==> config.mk <==
export PLATFORM = sky130hd
export DESIGN_NAME = ordered_list_engine
export DESIGN_NICKNAME = d
export VERILOG_FILES = /design/src/rtl/core/ole_pkg.sv /design/src/rtl/core/ordered_list_engine.sv /design/src/rtl/core/ole_datapath.sv /design/src/rtl/core/ole_ctrl.sv
export SDC_FILE = /design/constraint.sdc
export NUM_CORES = 1
export LEC_CHECK = 0
export BUFFER_PORTS_ARGS = -buffer_cell sky130_fd_sc_hd__buf_4
export CORE_UTILIZATION = 62
export DETAILED_ROUTE_END_ITERATION = 7
export PLACE_DENSITY = 0.8
export SYNTH_ARGS = -nofsm -noshare
export SYNTH_HDL_FRONTEND = slang
export SYNTH_HIERARCHICAL = 1
export SYNTH_SLANG_ARGS = --single-unit
==> constraint.sdc <==
create_clock -name clk -period 6.9 [get_ports clk]
set_input_delay 0.345 -clock clk [delete_from_list [all_inputs] [get_ports clk]]
set_output_delay 0.345 -clock clk [all_outputs]
set_load 0.02 [all_outputs]
==> src/rtl/core/ole_pkg.sv <==
`timescale 1ns / 1ps
// ----------------------------------------------------------------------------
// Ordered list engine package
// Shared constants, command codes and the controller/datapath status type.
// ----------------------------------------------------------------------------
package ole_pkg;

    localparam int DEPTH_DEFAULT = 16;

    // Field widths of the request and result transactions.
    localparam int OP_W    = 4;
    localparam int KEY_W   = 32;
    localparam int POS_W   = 6;
    localparam int STAT_W  = 2;
    localparam int LEN_W   = 5;

    // Request opcodes.
    localparam logic [OP_W-1:0] OP_ADDHEAD   = 4'd0;
    localparam logic [OP_W-1:0] OP_ADDTAIL   = 4'd1;
    localparam logic [OP_W-1:0] OP_RMHEAD    = 4'd2;
    localparam logic [OP_W-1:0] OP_RMTAIL    = 4'd3;
    localparam logic [OP_W-1:0] OP_CLEAR     = 4'd4;
    localparam logic [OP_W-1:0] OP_RMBEFORE  = 4'd5;
    localparam logic [OP_W-1:0] OP_RMAFTER   = 4'd6;
    localparam logic [OP_W-1:0] OP_ADDPOS    = 4'd7;
    localparam logic [OP_W-1:0] OP_ADDBEFORE = 4'd8;
    localparam logic [OP_W-1:0] OP_ADDAFTER  = 4'd9;
    localparam logic [OP_W-1:0] OP_COUNT     = 4'd10;

    // Result status codes.
    localparam logic [STAT_W-1:0] ST_DONE = 2'd0;
    localparam logic [STAT_W-1:0] ST_NONE = 2'd1;
    localparam logic [STAT_W-1:0] ST_FULL = 2'd2;

    // List edit chosen for a request.
    localparam logic [1:0] ACT_NONE  = 2'd0;
    localparam logic [1:0] ACT_INS   = 2'd1;
    localparam logic [1:0] ACT_DEL   = 2'd2;
    localparam logic [1:0] ACT_TRUNC = 2'd3;

    // Datapath commands issued by the controller.
    localparam int CMD_W = 4;
    localparam logic [CMD_W-1:0] CMD_NONE     = 4'd0;
    localparam logic [CMD_W-1:0] CMD_LOAD     = 4'd1;
    localparam logic [CMD_W-1:0] CMD_SCAN_RD  = 4'd2;
    localparam logic [CMD_W-1:0] CMD_SCAN_CMP = 4'd3;
    localparam logic [CMD_W-1:0] CMD_DECIDE   = 4'd4;
    localparam logic [CMD_W-1:0] CMD_SHIFT_RD = 4'd5;
    localparam logic [CMD_W-1:0] CMD_SHIFT_WR = 4'd6;
    localparam logic [CMD_W-1:0] CMD_COMMIT   = 4'd7;
    localparam logic [CMD_W-1:0] CMD_OUT      = 4'd8;

    typedef struct packed {
        logic       scan_end;   // scan index has reached the list length
        logic       shift_end;  // no more entries to move
        logic [1:0] act;        // edit that the current request calls for
    } ole_stat_t;

endpackage

==> src/rtl/core/ordered_list_engine.sv <==
`timescale 1ns / 1ps
// ----------------------------------------------------------------------------
// Ordered list engine
// Ordered list of up to DEPTH signed keys with head, tail and match-relative
// insert and remove, positional insert, clear and match count.
//
//   Channel   Direction  Handshake            Payload
//   request   in         in_valid/in_ready    opcode, data_key, match_value,
//                                             position
//   result    out        out_valid/out_ready  status, length, match_count
//
// After acceptance the list is scanned for matches; then any edit moves
// entries, writes the key or cuts the length, and the edited list is scanned
// again to count matches before the result is loaded. A tail removal or clear
// moves no entries, and a request with no edit skips the edit and the rescan.
// in_ready is high only while idle, at the earliest the cycle after the result is loaded.
// Reset empties the list at once; the key memory is not cleared. A held
// result does not block the next request, whose result then waits.
// ----------------------------------------------------------------------------
module ordered_list_engine #(
    parameter int DEPTH = ole_pkg::DEPTH_DEFAULT
) (
    input  logic                              clk,
    input  logic                              rst_n,
    input  logic                              in_valid,
    output logic                              in_ready,
    input  logic [ole_pkg::OP_W-1:0]          opcode,
    input  logic signed [ole_pkg::KEY_W-1:0]  data_key,
    input  logic signed [ole_pkg::KEY_W-1:0]  match_value,
    input  logic signed [ole_pkg::POS_W-1:0]  position,
    output logic                              out_valid,
    input  logic                              out_ready,
    output logic [ole_pkg::STAT_W-1:0]        status,
    output logic [ole_pkg::LEN_W-1:0]         length,
    output logic [ole_pkg::LEN_W-1:0]         match_count
);

    ole_pkg::ole_stat_t        stat;
    logic [ole_pkg::CMD_W-1:0] cmd;

    ole_ctrl u_ctrl (
        .clk       (clk),
        .rst_n     (rst_n),
        .in_valid  (in_valid),
        .in_ready  (in_ready),
        .out_valid (out_valid),
        .out_ready (out_ready),
        .stat      (stat),
        .cmd       (cmd)
    );

    ole_datapath #(
        .DEPTH (DEPTH)
    ) u_datapath (
        .clk         (clk),
        .rst_n       (rst_n),
        .cmd         (cmd),
        .stat        (stat),
        .opcode      (opcode),
        .data_key    (data_key),
        .match_value (match_value),
        .position    (position),
        .status      (status),
        .length      (length),
        .match_count (match_count)
    );

`ifndef SYNTH
    // One request at a time: acceptance closes the input until the work ends.
    a_single_request : assert property (@(posedge clk) disable iff (!rst_n)
        (in_valid && in_ready) |=> !in_ready)
        else $error("request accepted while another is in progress");

    // A full refusal is only reported for a full list.
    a_full_length : assert property (@(posedge clk) disable iff (!rst_n)
        (out_valid && status == ole_pkg::ST_FULL) |-> (length == ole_pkg::LEN_W'(DEPTH)))
        else $error("full status with list not full");

    // Matches are counted among stored keys only.
    a_match_bound : assert property (@(posedge clk) disable iff (!rst_n)
        (out_valid && DEPTH < 32) |-> (match_count <= length))
        else $error("match count exceeds list length");

    // A new result is only loaded once the previous one has been taken.
    a_result_order : assert property (@(posedge clk) disable iff (!rst_n)
        (out_valid && !out_ready) |=> out_valid)
        else $error("result dropped before it was taken");
`endif

endmodule

==> src/rtl/core/ole_datapath.sv <==
`timescale 1ns / 1ps
// ----------------------------------------------------------------------------
// Ordered list engine datapath
// Key memory, request registers, scan counters, edit decision and result.
// ----------------------------------------------------------------------------
module ole_datapath #(
    parameter int DEPTH = ole_pkg::DEPTH_DEFAULT
) (
    input  logic                              clk,
    input  logic                              rst_n,
    input  logic [ole_pkg::CMD_W-1:0]         cmd,
    output ole_pkg::ole_stat_t                stat,
    input  logic [ole_pkg::OP_W-1:0]          opcode,
    input  logic signed [ole_pkg::KEY_W-1:0]  data_key,
    input  logic signed [ole_pkg::KEY_W-1:0]  match_value,
    input  logic signed [ole_pkg::POS_W-1:0]  position,
    output logic [ole_pkg::STAT_W-1:0]        status,
    output logic [ole_pkg::LEN_W-1:0]         length,
    output logic [ole_pkg::LEN_W-1:0]         match_count
);

    localparam int CW = $clog2(DEPTH + 1);
    localparam int IW = $clog2(DEPTH);

    logic [ole_pkg::KEY_W-1:0] mem [DEPTH];
    logic [ole_pkg::KEY_W-1:0] rd_data_reg;

    logic [CW-1:0] count_reg, count_next;
    logic [CW-1:0] idx_reg, idx_next;
    logic [CW-1:0] first_reg, first_next;
    logic [CW-1:0] mcnt_reg, mcnt_next;
    logic [CW-1:0] tgt_reg, tgt_next;
    logic          found_reg, found_next;
    logic [1:0]    act_reg, act_next;
    logic [ole_pkg::STAT_W-1:0] st_reg, st_next;

    logic [ole_pkg::OP_W-1:0]          op_reg, op_next;
    logic [ole_pkg::KEY_W-1:0]         key_reg, key_next;
    logic [ole_pkg::KEY_W-1:0]         mv_reg, mv_next;
    logic signed [ole_pkg::POS_W-1:0]  pos_reg, pos_next;

    logic [ole_pkg::STAT_W-1:0] status_reg, status_next;
    logic [ole_pkg::LEN_W-1:0]  length_reg, length_next;
    logic [ole_pkg::LEN_W-1:0]  mcount_reg, mcount_next;

    logic                      rd_en, wr_en;
    logic [IW-1:0]             rd_addr, wr_addr;
    logic [ole_pkg::KEY_W-1:0] wr_data;
    logic [CW-1:0]             rd_pos;

    logic          full, pos_fit, hit;
    logic [1:0]    dec_act;
    logic [CW-1:0] dec_tgt;
    logic [ole_pkg::STAT_W-1:0] dec_st;

    assign full    = (count_reg == CW'(DEPTH));
    assign pos_fit = (32'(pos_reg[4:0]) <= 32'(count_reg));
    assign hit     = (rd_data_reg == mv_reg);

    // Pick the edit for the request from the first scan's results.
    always_comb
    begin
        dec_act = ole_pkg::ACT_NONE;
        dec_tgt = '0;
        dec_st  = ole_pkg::ST_NONE;
        case (op_reg)
            ole_pkg::OP_ADDHEAD:
            begin
                if (full) dec_st = ole_pkg::ST_FULL;
                else
                begin
                    dec_act = ole_pkg::ACT_INS;
                    dec_st  = ole_pkg::ST_DONE;
                end
            end
            ole_pkg::OP_ADDTAIL:
            begin
                if (full) dec_st = ole_pkg::ST_FULL;
                else
                begin
                    dec_act = ole_pkg::ACT_INS;
                    dec_tgt = count_reg;
                    dec_st  = ole_pkg::ST_DONE;
                end
            end
            ole_pkg::OP_RMHEAD:
            begin
                if (count_reg != '0)
                begin
                    dec_act = ole_pkg::ACT_DEL;
                    dec_st  = ole_pkg::ST_DONE;
                end
            end
            ole_pkg::OP_RMTAIL:
            begin
                if (count_reg != '0)
                begin
                    dec_act = ole_pkg::ACT_TRUNC;
                    dec_tgt = count_reg - 1'b1;
                    dec_st  = ole_pkg::ST_DONE;
                end
            end
            ole_pkg::OP_CLEAR:
            begin
                if (count_reg != '0)
                begin
                    dec_act = ole_pkg::ACT_TRUNC;
                    dec_st  = ole_pkg::ST_DONE;
                end
            end
            ole_pkg::OP_RMBEFORE:
            begin
                if (found_reg && first_reg != '0)
                begin
                    dec_act = ole_pkg::ACT_DEL;
                    dec_tgt = first_reg - 1'b1;
                    dec_st  = ole_pkg::ST_DONE;
                end
            end
            ole_pkg::OP_RMAFTER:
            begin
                if (found_reg && (first_reg + 1'b1) < count_reg)
                begin
                    dec_act = ole_pkg::ACT_DEL;
                    dec_tgt = first_reg + 1'b1;
                    dec_st  = ole_pkg::ST_DONE;
                end
            end
            ole_pkg::OP_ADDPOS:
            begin
                if (full) dec_st = ole_pkg::ST_FULL;
                else if (pos_reg[ole_pkg::POS_W-1] || pos_reg == '0)
                begin
                    dec_act = ole_pkg::ACT_INS;
                    dec_st  = ole_pkg::ST_DONE;
                end
                else if (pos_fit)
                begin
                    dec_act = ole_pkg::ACT_INS;
                    dec_tgt = CW'(pos_reg[4:0]);
                    dec_st  = ole_pkg::ST_DONE;
                end
            end
            ole_pkg::OP_ADDBEFORE:
            begin
                if (full) dec_st = ole_pkg::ST_FULL;
                else if (found_reg)
                begin
                    dec_act = ole_pkg::ACT_INS;
                    dec_tgt = first_reg;
                    dec_st  = ole_pkg::ST_DONE;
                end
            end
            ole_pkg::OP_ADDAFTER:
            begin
                if (full) dec_st = ole_pkg::ST_FULL;
                else if (found_reg)
                begin
                    dec_act = ole_pkg::ACT_INS;
                    dec_tgt = first_reg + 1'b1;
                    dec_st  = ole_pkg::ST_DONE;
                end
            end
            ole_pkg::OP_COUNT:
            begin
                dec_st = ole_pkg::ST_DONE;
            end
            default:
            begin
                dec_st = ole_pkg::ST_NONE;
            end
        endcase
    end

    assign stat.act      = dec_act;
    assign stat.scan_end = (idx_reg == count_reg);
    assign stat.shift_end = (act_reg == ole_pkg::ACT_INS) ? (idx_reg == tgt_reg)
                          : (({1'b0, idx_reg} + 1'b1) >= {1'b0, count_reg});

    // Inserts move entries up from the tail; removals pull them down.
    assign rd_pos  = (cmd == ole_pkg::CMD_SCAN_RD) ? idx_reg
                   : (act_reg == ole_pkg::ACT_INS) ? (idx_reg - 1'b1) : (idx_reg + 1'b1);
    assign rd_addr = rd_pos[IW-1:0];

    always_comb
    begin
        count_next  = count_reg;
        idx_next    = idx_reg;
        first_next  = first_reg;
        mcnt_next   = mcnt_reg;
        tgt_next    = tgt_reg;
        found_next  = found_reg;
        act_next    = act_reg;
        st_next     = st_reg;
        op_next     = op_reg;
        key_next    = key_reg;
        mv_next     = mv_reg;
        pos_next    = pos_reg;
        status_next = status_reg;
        length_next = length_reg;
        mcount_next = mcount_reg;
        rd_en       = 1'b0;
        wr_en       = 1'b0;
        wr_addr     = idx_reg[IW-1:0];
        wr_data     = rd_data_reg;
        case (cmd)
            ole_pkg::CMD_LOAD:
            begin
                op_next    = opcode;
                key_next   = data_key;
                mv_next    = match_value;
                pos_next   = position;
                idx_next   = '0;
                first_next = '0;
                mcnt_next  = '0;
                found_next = 1'b0;
            end
            ole_pkg::CMD_SCAN_RD:
            begin
                rd_en = 1'b1;
            end
            ole_pkg::CMD_SCAN_CMP:
            begin
                if (hit)
                begin
                    mcnt_next = mcnt_reg + 1'b1;
                    if (!found_reg)
                    begin
                        first_next = idx_reg;
                        found_next = 1'b1;
                    end
                end
                idx_next = idx_reg + 1'b1;
            end
            ole_pkg::CMD_DECIDE:
            begin
                act_next = dec_act;
                tgt_next = dec_tgt;
                st_next  = dec_st;
                idx_next = (dec_act == ole_pkg::ACT_INS) ? count_reg : dec_tgt;
            end
            ole_pkg::CMD_SHIFT_RD:
            begin
                rd_en = 1'b1;
            end
            ole_pkg::CMD_SHIFT_WR:
            begin
                wr_en    = 1'b1;
                idx_next = (act_reg == ole_pkg::ACT_INS) ? (idx_reg - 1'b1)
                                                         : (idx_reg + 1'b1);
            end
            ole_pkg::CMD_COMMIT:
            begin
                case (act_reg)
                    ole_pkg::ACT_INS:
                    begin
                        wr_en      = 1'b1;
                        wr_addr    = tgt_reg[IW-1:0];
                        wr_data    = key_reg;
                        count_next = count_reg + 1'b1;
                    end
                    ole_pkg::ACT_DEL:   count_next = count_reg - 1'b1;
                    ole_pkg::ACT_TRUNC: count_next = tgt_reg;
                    default:            count_next = count_reg;
                endcase
                // Restart the scan to count matches in the edited list.
                idx_next   = '0;
                mcnt_next  = '0;
                found_next = 1'b0;
            end
            ole_pkg::CMD_OUT:
            begin
                status_next = st_reg;
                length_next = ole_pkg::LEN_W'(count_reg);
                mcount_next = ole_pkg::LEN_W'(mcnt_reg);
            end
            default:
            begin
                rd_en = 1'b0;
            end
        endcase
    end

    always_ff @(posedge clk)
    begin
        if (rd_en)
        begin
            rd_data_reg <= mem[rd_addr];
        end
        if (wr_en)
        begin
            mem[wr_addr] <= wr_data;
        end
    end

    always_ff @(posedge clk or negedge rst_n)
    begin
        if (!rst_n)
        begin
            count_reg <= '0;
        end
        else
        begin
            count_reg <= count_next;
        end
    end

    always_ff @(posedge clk)
    begin
        idx_reg    <= idx_next;
        first_reg  <= first_next;
        mcnt_reg   <= mcnt_next;
        tgt_reg    <= tgt_next;
        found_reg  <= found_next;
        act_reg    <= act_next;
        st_reg     <= st_next;
        op_reg     <= op_next;
        key_reg    <= key_next;
        mv_reg     <= mv_next;
        pos_reg    <= pos_next;
        status_reg <= status_next;
        length_reg <= length_next;
        mcount_reg <= mcount_next;
    end

    assign status      = status_reg;
    assign length      = length_reg;
    assign match_count = mcount_reg;

endmodule

==> src/rtl/core/ole_ctrl.sv <==
`timescale 1ns / 1ps
// ----------------------------------------------------------------------------
// Ordered list engine controller
// Sequences scan, edit, rescan and result hand-off for each request.
// ----------------------------------------------------------------------------
module ole_ctrl (
    input  logic                      clk,
    input  logic                      rst_n,
    input  logic                      in_valid,
    output logic                      in_ready,
    output logic                      out_valid,
    input  logic                      out_ready,
    input  ole_pkg::ole_stat_t        stat,
    output logic [ole_pkg::CMD_W-1:0] cmd
);

    localparam logic [2:0] S_IDLE     = 3'd0;
    localparam logic [2:0] S_SCAN_RD  = 3'd1;
    localparam logic [2:0] S_SCAN_CMP = 3'd2;
    localparam logic [2:0] S_DECIDE   = 3'd3;
    localparam logic [2:0] S_SHIFT_RD = 3'd4;
    localparam logic [2:0] S_SHIFT_WR = 3'd5;
    localparam logic [2:0] S_COMMIT   = 3'd6;
    localparam logic [2:0] S_FINISH   = 3'd7;

    logic [2:0] state_reg, state_next;
    logic       pass_reg, pass_next;
    logic       out_valid_reg, out_valid_next;

    always_comb
    begin
        state_next     = state_reg;
        pass_next      = pass_reg;
        cmd            = ole_pkg::CMD_NONE;
        in_ready       = 1'b0;
        out_valid_next = out_valid_reg && !out_ready;
        case (state_reg)
            S_IDLE:
            begin
                in_ready = 1'b1;
                if (in_valid)
                begin
                    cmd        = ole_pkg::CMD_LOAD;
                    pass_next  = 1'b0;
                    state_next = S_SCAN_RD;
                end
            end
            S_SCAN_RD:
            begin
                if (stat.scan_end)
                begin
                    state_next = pass_reg ? S_FINISH : S_DECIDE;
                end
                else
                begin
                    cmd        = ole_pkg::CMD_SCAN_RD;
                    state_next = S_SCAN_CMP;
                end
            end
            S_SCAN_CMP:
            begin
                cmd        = ole_pkg::CMD_SCAN_CMP;
                state_next = S_SCAN_RD;
            end
            S_DECIDE:
            begin
                cmd = ole_pkg::CMD_DECIDE;
                case (stat.act)
                    ole_pkg::ACT_NONE:  state_next = S_FINISH;
                    ole_pkg::ACT_TRUNC: state_next = S_COMMIT;
                    default:            state_next = S_SHIFT_RD;
                endcase
            end
            S_SHIFT_RD:
            begin
                if (stat.shift_end)
                begin
                    state_next = S_COMMIT;
                end
                else
                begin
                    cmd        = ole_pkg::CMD_SHIFT_RD;
                    state_next = S_SHIFT_WR;
                end
            end
            S_SHIFT_WR:
            begin
                cmd        = ole_pkg::CMD_SHIFT_WR;
                state_next = S_SHIFT_RD;
            end
            S_COMMIT:
            begin
                cmd        = ole_pkg::CMD_COMMIT;
                pass_next  = 1'b1;
                state_next = S_SCAN_RD;
            end
            S_FINISH:
            begin
                // The result register must be empty or emptying this cycle.
                if (!out_valid_reg || out_ready)
                begin
                    cmd            = ole_pkg::CMD_OUT;
                    out_valid_next = 1'b1;
                    state_next     = S_IDLE;
                end
            end
            default:
            begin
                state_next = S_IDLE;
            end
        endcase
    end

    always_ff @(posedge clk or negedge rst_n)
    begin
        if (!rst_n)
        begin
            state_reg     <= S_IDLE;
            pass_reg      <= 1'b0;
            out_valid_reg <= 1'b0;
        end
        else
        begin
            state_reg     <= state_next;
            pass_reg      <= pass_next;
            out_valid_reg <= out_valid_next;
        end
    end

    assign out_valid = out_valid_reg;

endmodule
==> report_table.html <==
<table>
<tr><th>Metric</th><th>Value</th></tr>
<tr><th colspan="2">Routing</th></tr>
<tr><td>Routed via count</td><td>19.42k</td></tr>
<tr><td>Overall routed net length</td><td>77640 um</td></tr>
<tr><td>Vias per Instance</td><td>6.920</td></tr>
<tr><td>First-pass iteration count of the detailed router</td><td>8</td></tr>
<tr><td>Post-detailed-route wirelength per cell</td><td>27.66 um</td></tr>
<tr><td>Number of DRC violations after detailed-routing iteration 0</td><td>2540</td></tr>
<tr><td>Post-detailed-route DRC marker count</td><td>0</td></tr>
<tr><td>Remaining antenna violation count</td><td>0</td></tr>
<tr><th colspan="2">Cells and area</th></tr>
<tr><td>Fraction of final layout cells with drive strength greater than 1</td><td>0.1604</td></tr>
<tr><td>Final cell count without fillers</td><td>2807</td></tr>
<tr><td>Register ranked first by flip-flop count</td><td>u_datapath/mem</td></tr>
<tr><td>Number of flip-flops under the largest register name</td><td>roughly 500</td></tr>
<tr><td>Area growth syn-to-layout</td><td>15.73%</td></tr>
<tr><td>Fillers</td><td>2695</td></tr>
<tr><td>Nets</td><td>around 2.3k</td></tr>
<tr><td>Inserted Diodes</td><td>0</td></tr>
<tr><th colspan="2">Clock network</th></tr>
<tr><td>Clock Pin Slew Worst Setup and Hold Paths</td><td>0.06 ns</td></tr>
<tr><td>Inserted Clock Buffers</td><td>69</td></tr>
<tr><td>Clock latency at the later pin of the worst-skew pair</td><td>0.61 ns</td></tr>
<tr><td>Clock root buffer</td><td>sky130_fd_sc_hd__clkbuf_16</td></tr>
<tr><td>TritonCTS sink count</td><td>665</td></tr>
<tr><td>Level count of the clock H-tree</td><td>3</td></tr>
<tr><td>TritonCTS clock tree</td><td>yes</td></tr>
<tr><td>Longest Clk Path Bufs</td><td>3</td></tr>
<tr><th colspan="2">Floorplanning</th></tr>
<tr><td>Initial cell density of the core</td><td>0.6333</td></tr>
<tr><td>Height of the die</td><td>218.2 um</td></tr>
<tr><td>Row count</td><td>78</td></tr>
<tr><td># IOs</td><td>92</td></tr>
<tr><td>Placeable Area</td><td>0.04577 mm^2</td></tr>
<tr><td>Die footprint</td><td>0.04762 mm^2</td></tr>
<tr><td>Die extent in x</td><td>218.2 um</td></tr>
<tr><th colspan="2">Synth</th></tr>
<tr><td>Post-Synthesis Cell Area</td><td>0.02899 mm^2</td></tr>
<tr><td>Main flop type after synthesis</td><td>sky130_fd_sc_hd__edfxtp_1</td></tr>
<tr><td>Number of synthesized register bits</td><td>665</td></tr>
<tr><td>Post-synth EDFFs</td><td>between 600 and 700</td></tr>
<tr><td>Avg Inst Size Synth</td><td>approximately 14 um^2</td></tr>
<tr><td>Post-synth net total</td><td>between 2k and 2.5k</td></tr>
<tr><td>Post-synthesis cell type count</td><td>between 80 and 90</td></tr>
<tr><td>Cell taking the most area after synthesis</td><td>sky130_fd_sc_hd__edfxtp_1</td></tr>
<tr><td>Async SR Flop Fraction</td><td>0.01504</td></tr>
<tr><td>Synthesized netlist cell count</td><td>~2k</td></tr>
<tr><td>Number of synthesis warnings</td><td>6</td></tr>
<tr><td>Sequential-to-total area share from yosys stat</td><td>0.6872</td></tr>
<tr><td>Cell types with the largest area share after synthesis</td><td>sky130_fd_sc_hd__edfxtp_1 68%, sky130_fd_sc_hd__o211ai_1 6.6%, sky130_fd_sc_hd__o2111ai_1 3.8%, sky130_fd_sc_hd__mux2_2 2.6%, sky130_fd_sc_hd__mux2_1 2.4%</td></tr>
<tr><td>Area share of the leading cell type in the synthesized netlist</td><td>0.6785</td></tr>
<tr><th colspan="2">Timing</th></tr>
<tr><td>Timing-limited maximum frequency</td><td>157.7 MHz</td></tr>
<tr><td>Final hold slack</td><td>0.04890 ns</td></tr>
<tr><td>Slew Limit Headroom</td><td>0.2181</td></tr>
<tr><td>Final hold vios</td><td>0</td></tr>
<tr><td>Setup TNS Final</td><td>0 ns</td></tr>
<tr><td>Min cycle time layout</td><td>around 6.3 ns</td></tr>
<tr><td>Worst slew pin tran</td><td>about 1.2 ns</td></tr>
<tr><td>Final setup violation count</td><td>0</td></tr>
<tr><td>Unrepaired setup endpoints after global routing</td><td>false</td></tr>
<tr><td>Final max-slew violation count</td><td>0</td></tr>
<tr><td>Post-route clock skew</td><td>between 0.02 and 0.025 ns</td></tr>
<tr><td>Final cycle utilization of the critical path</td><td>0.9192</td></tr>
<tr><th colspan="2">Critical path</th></tr>
<tr><td>Slowest stage delay, CP</td><td>0.76 ns</td></tr>
<tr><td>Sequence of cells on the critical path</td><td>clkinv_1, ha_1, ha_1, a21o_1, a21o_1, a21o_1, a2111oi_0, a21oi_1, inv_1, o21ai_0, a21oi_1, buf_4, and4b_1, and2_2, buf_4, nor3_1, a31oi_1, nor2_4, buf_12</td></tr>
<tr><td>Slack of the worst reg-to-reg path</td><td>0.56 ns</td></tr>
<tr><td>Timing endpoint of the critical path</td><td>u_datapath/mem[10][9]</td></tr>
<tr><td>Worst reg2reg startpoint</td><td>u_datapath/idx_reg[0]</td></tr>
<tr><td>CP startpoint kind</td><td>flip-flop</td></tr>
<tr><td>Worst-path cell with the longest stage delay</td><td>sky130_fd_sc_hd__a31oi_1</td></tr>
<tr><td>Worst-case reg-to-reg path depth</td><td>19</td></tr>
<tr><td>Critical Path AT</td><td>6.70 ns</td></tr>
<tr><td>Category of the critical setup timing path</td><td>reg -&gt; reg</td></tr>
<tr><td>Most prevalent standard cell on the critical path</td><td>sky130_fd_sc_hd__a21o_1</td></tr>
<tr><td>Worst EP required</td><td>7.26 ns</td></tr>
<tr><td>Launching element of the worst setup path</td><td>u_datapath/idx_reg[0]</td></tr>
<tr><td>Capturing element type of the critical path</td><td>flip-flop</td></tr>
<tr><td>CP max FO</td><td>20</td></tr>
<tr><td>Worst flop-to-flop path endpoint</td><td>u_datapath/mem[10][9]</td></tr>
<tr><th colspan="2">Place</th></tr>
<tr><td># placed instances</td><td>2607</td></tr>
<tr><td>Placer congestion estimate</td><td>0.9252</td></tr>
<tr><td>Detailed placement HPWL</td><td>42170 um</td></tr>
<tr><td>Port Buf Inserts</td><td>between 90 and 100</td></tr>
<tr><th colspan="2">Status</th></tr>
<tr><td>Outcome</td><td>complete, no violations</td></tr>
<tr><th colspan="2">Power</th></tr>
<tr><td>Net switching power</td><td>7.651 mW</td></tr>
<tr><td>Internal Pwr Total</td><td>10.77 mW</td></tr>
<tr><td>Sequential fraction of design power</td><td>0.338</td></tr>
<tr><td>Fraction of power spent switching nets</td><td>0.4153</td></tr>
<tr><td>Maximum ir drop on the vdd rail</td><td>0.4752 mV</td></tr>
<tr><td>Leakage component of the power</td><td>11.41 nW</td></tr>
<tr><td>Part of the power in combinational logic</td><td>0.463</td></tr>
<tr><td>Areal power density over the cells</td><td>roughly 550 mW/mm^2</td></tr>
<tr><td>Clock Power Share</td><td>0.199</td></tr>
<tr><th colspan="2">Global route</th></tr>
<tr><td>Number of global-route vias before repair</td><td>about 19k</td></tr>
<tr><td>Pin count of the biggest net entering global routing</td><td>93</td></tr>
<tr><td>Initial antenna violation count</td><td>0</td></tr>
<tr><td>Overall global routing resource usage</td><td>0.3310</td></tr>
<tr><td>Overflow after GRT</td><td>0</td></tr>
<tr><td>Wire length of the first global-routing pass</td><td>116100 um</td></tr>
<tr><th colspan="2">Hold path</th></tr>
<tr><td>Worst Min Path Start</td><td>out_ready</td></tr>
<tr><td>Worst min path class</td><td>in -&gt; reg</td></tr>
<tr><th colspan="2">Flow run</th></tr>
<tr><td>Max-cap check violation count</td><td>0</td></tr>
</table>
per-stage QoR:
step / instance area, um^2 / worst slack [ns] / utilization / power (mW)
final: 33550 / 0.5575 / 0.7329 / 18.42
after global routing: 33550 / 0.2570 / 0.7329 / 19.10
after CTS: 33550 / 0.7380 / 0.7329 / 18.20
after detailed placement: 30580 / 0.7865 / 0.6680 / 14.47
after global placement: 30580 / 0.9932 / 0.6680 / 14.25
after floorplan: 28990 / 1.516 / - / 11.87
final cells by class:
cell class / instances / area [um^2] / share of cell area
Sequential cell: 665 / 19920 / 0.5938
Multi-Input combinational cell: 1034 / 8004 / 0.2386
Timing Repair Buffer: 227 / 2067 / 0.06161
Clock buffer: 89 / 1802 / 0.05371
Tap cell: 600 / 750.7 / 0.02238
Inverter: 156 / 586.8 / 0.01749
Clock inverter: 36 / 417.9 / 0.01246
cells by family after synthesis:
logic type	count (synthesis)	synth area share
compound gates	502	0.1338
buf+inv	317	0.04347
xor+xnor	62	0.01873
mux	139	0.05361
flops	665	0.6872
fa+ha+maj	22	0.009496
simple gates	309	0.05369
worst min-delay path by stage:
stage / end / slack [ns] / depth (start not counted)
after floorplan: u_ctrl/out_valid / 0.05 / 0
after global placement: u_ctrl/out_valid / 0.18 / 1
after detailed placement: u_ctrl/out_valid / 0.18 / 1
after CTS: u_ctrl/out_valid / 0.02 / 3
after global routing: u_ctrl/out_valid / 0.06 / 3
final: u_ctrl/out_valid / 0.05 / 3
per-layer routing:
layer / track usage / part of all wire / up-vias
met5: 0 / 0 / -
met4: 0.1326 / 0.039 / 0
met3: 0.05692 / 0.11 / 248
met2: 0.5338 / 0.48 / 1408
met1: 0.4502 / 0.37 / 9531
li1: - / - / 8237
cells in the mapped netlist (all sizes together), types with 5 or more instances:
master   count
edfxtp     655
o211ai     253
inv        154
mux2       130
o2111ai    125
nand2      124
clkbuf     110
buf         51
nor2        42
nand4       41
xnor2       38
nor3        27
a21oi       24
xor2        24
ha          22
o21ai       18
nand3       16
dfrtp       10
a21o         9
mux2i        9
nand2b       8
o22ai        8
a31oi        7
nor2b        7
nor4         7
o221ai       7
a221o        6
and2         6
o21a         6
a32oi        5
and3         5
critical path, delay by kind of cell (launching register included):
kind	cells	cell delay [ns]
AOI/OAI and AO/OA	8	2.25
adders and majority gates	2	0.82
buffers and inverters	5	1.28
DFF	1	0.62
and+or+nand+nor	4	1.12
power by group through the flow:
stage	logic (mW)	clock network, mW	registers (mW)
6_report	8.52	3.67	6.23
5_1_grt	8.98	3.84	6.28
4_1_cts	8.31	3.68	6.21
3_5_place_dp	8.18	0	6.28
3_3_place_gp	7.98	0	6.26
2_1_floorplan	5.83	0	6.04
repair_timing:
| item | CTS | global route |
|---|---|---|
| hold buffers | 75 | 0 |
| gates resized for setup | 0 | 0 |
| buffers inserted | 0 | 0 |
| endpoints found under the hold margin | 84 | 0 |
placed cells by master, fill, tap and decap left out, types with 8 or more instances in the layout:
| master | netlist | layout |
|---|---|---|
| sky130_fd_sc_hd__a21o_1 | 9 | 9 |
| sky130_fd_sc_hd__a21oi_1 | 23 | 23 |
| sky130_fd_sc_hd__buf_12 | 0 | 14 |
| sky130_fd_sc_hd__buf_4 | 4 | 138 |
| sky130_fd_sc_hd__clkbuf_1 | 110 | 20 |
| sky130_fd_sc_hd__clkbuf_16 | 0 | 69 |
| sky130_fd_sc_hd__clkinv_1 | 2 | 15 |
| sky130_fd_sc_hd__dfrtp_1 | 10 | 10 |
| sky130_fd_sc_hd__dlygate4sd3_1 | 0 | 75 |
| sky130_fd_sc_hd__edfxtp_1 | 655 | 655 |
| sky130_fd_sc_hd__ha_1 | 22 | 22 |
| sky130_fd_sc_hd__inv_1 | 153 | 152 |
| sky130_fd_sc_hd__mux2_1 | 63 | 63 |
| sky130_fd_sc_hd__mux2_2 | 67 | 67 |
| sky130_fd_sc_hd__mux2i_1 | 9 | 9 |
| sky130_fd_sc_hd__nand2_1 | 124 | 122 |
| sky130_fd_sc_hd__nand2b_1 | 8 | 8 |
| sky130_fd_sc_hd__nand3_1 | 16 | 16 |
| sky130_fd_sc_hd__nand4_1 | 41 | 41 |
| sky130_fd_sc_hd__nor2_1 | 41 | 24 |
| sky130_fd_sc_hd__nor2_4 | 0 | 18 |
| sky130_fd_sc_hd__nor3_1 | 26 | 26 |
| sky130_fd_sc_hd__o2111ai_1 | 125 | 125 |
| sky130_fd_sc_hd__o211ai_1 | 253 | 253 |
| sky130_fd_sc_hd__o21ai_0 | 14 | 14 |
| sky130_fd_sc_hd__o22ai_1 | 8 | 8 |
| sky130_fd_sc_hd__xnor2_1 | 38 | 38 |
| sky130_fd_sc_hd__xor2_1 | 24 | 23 |
Note: power is estimated with default switching activity, not from simulation.
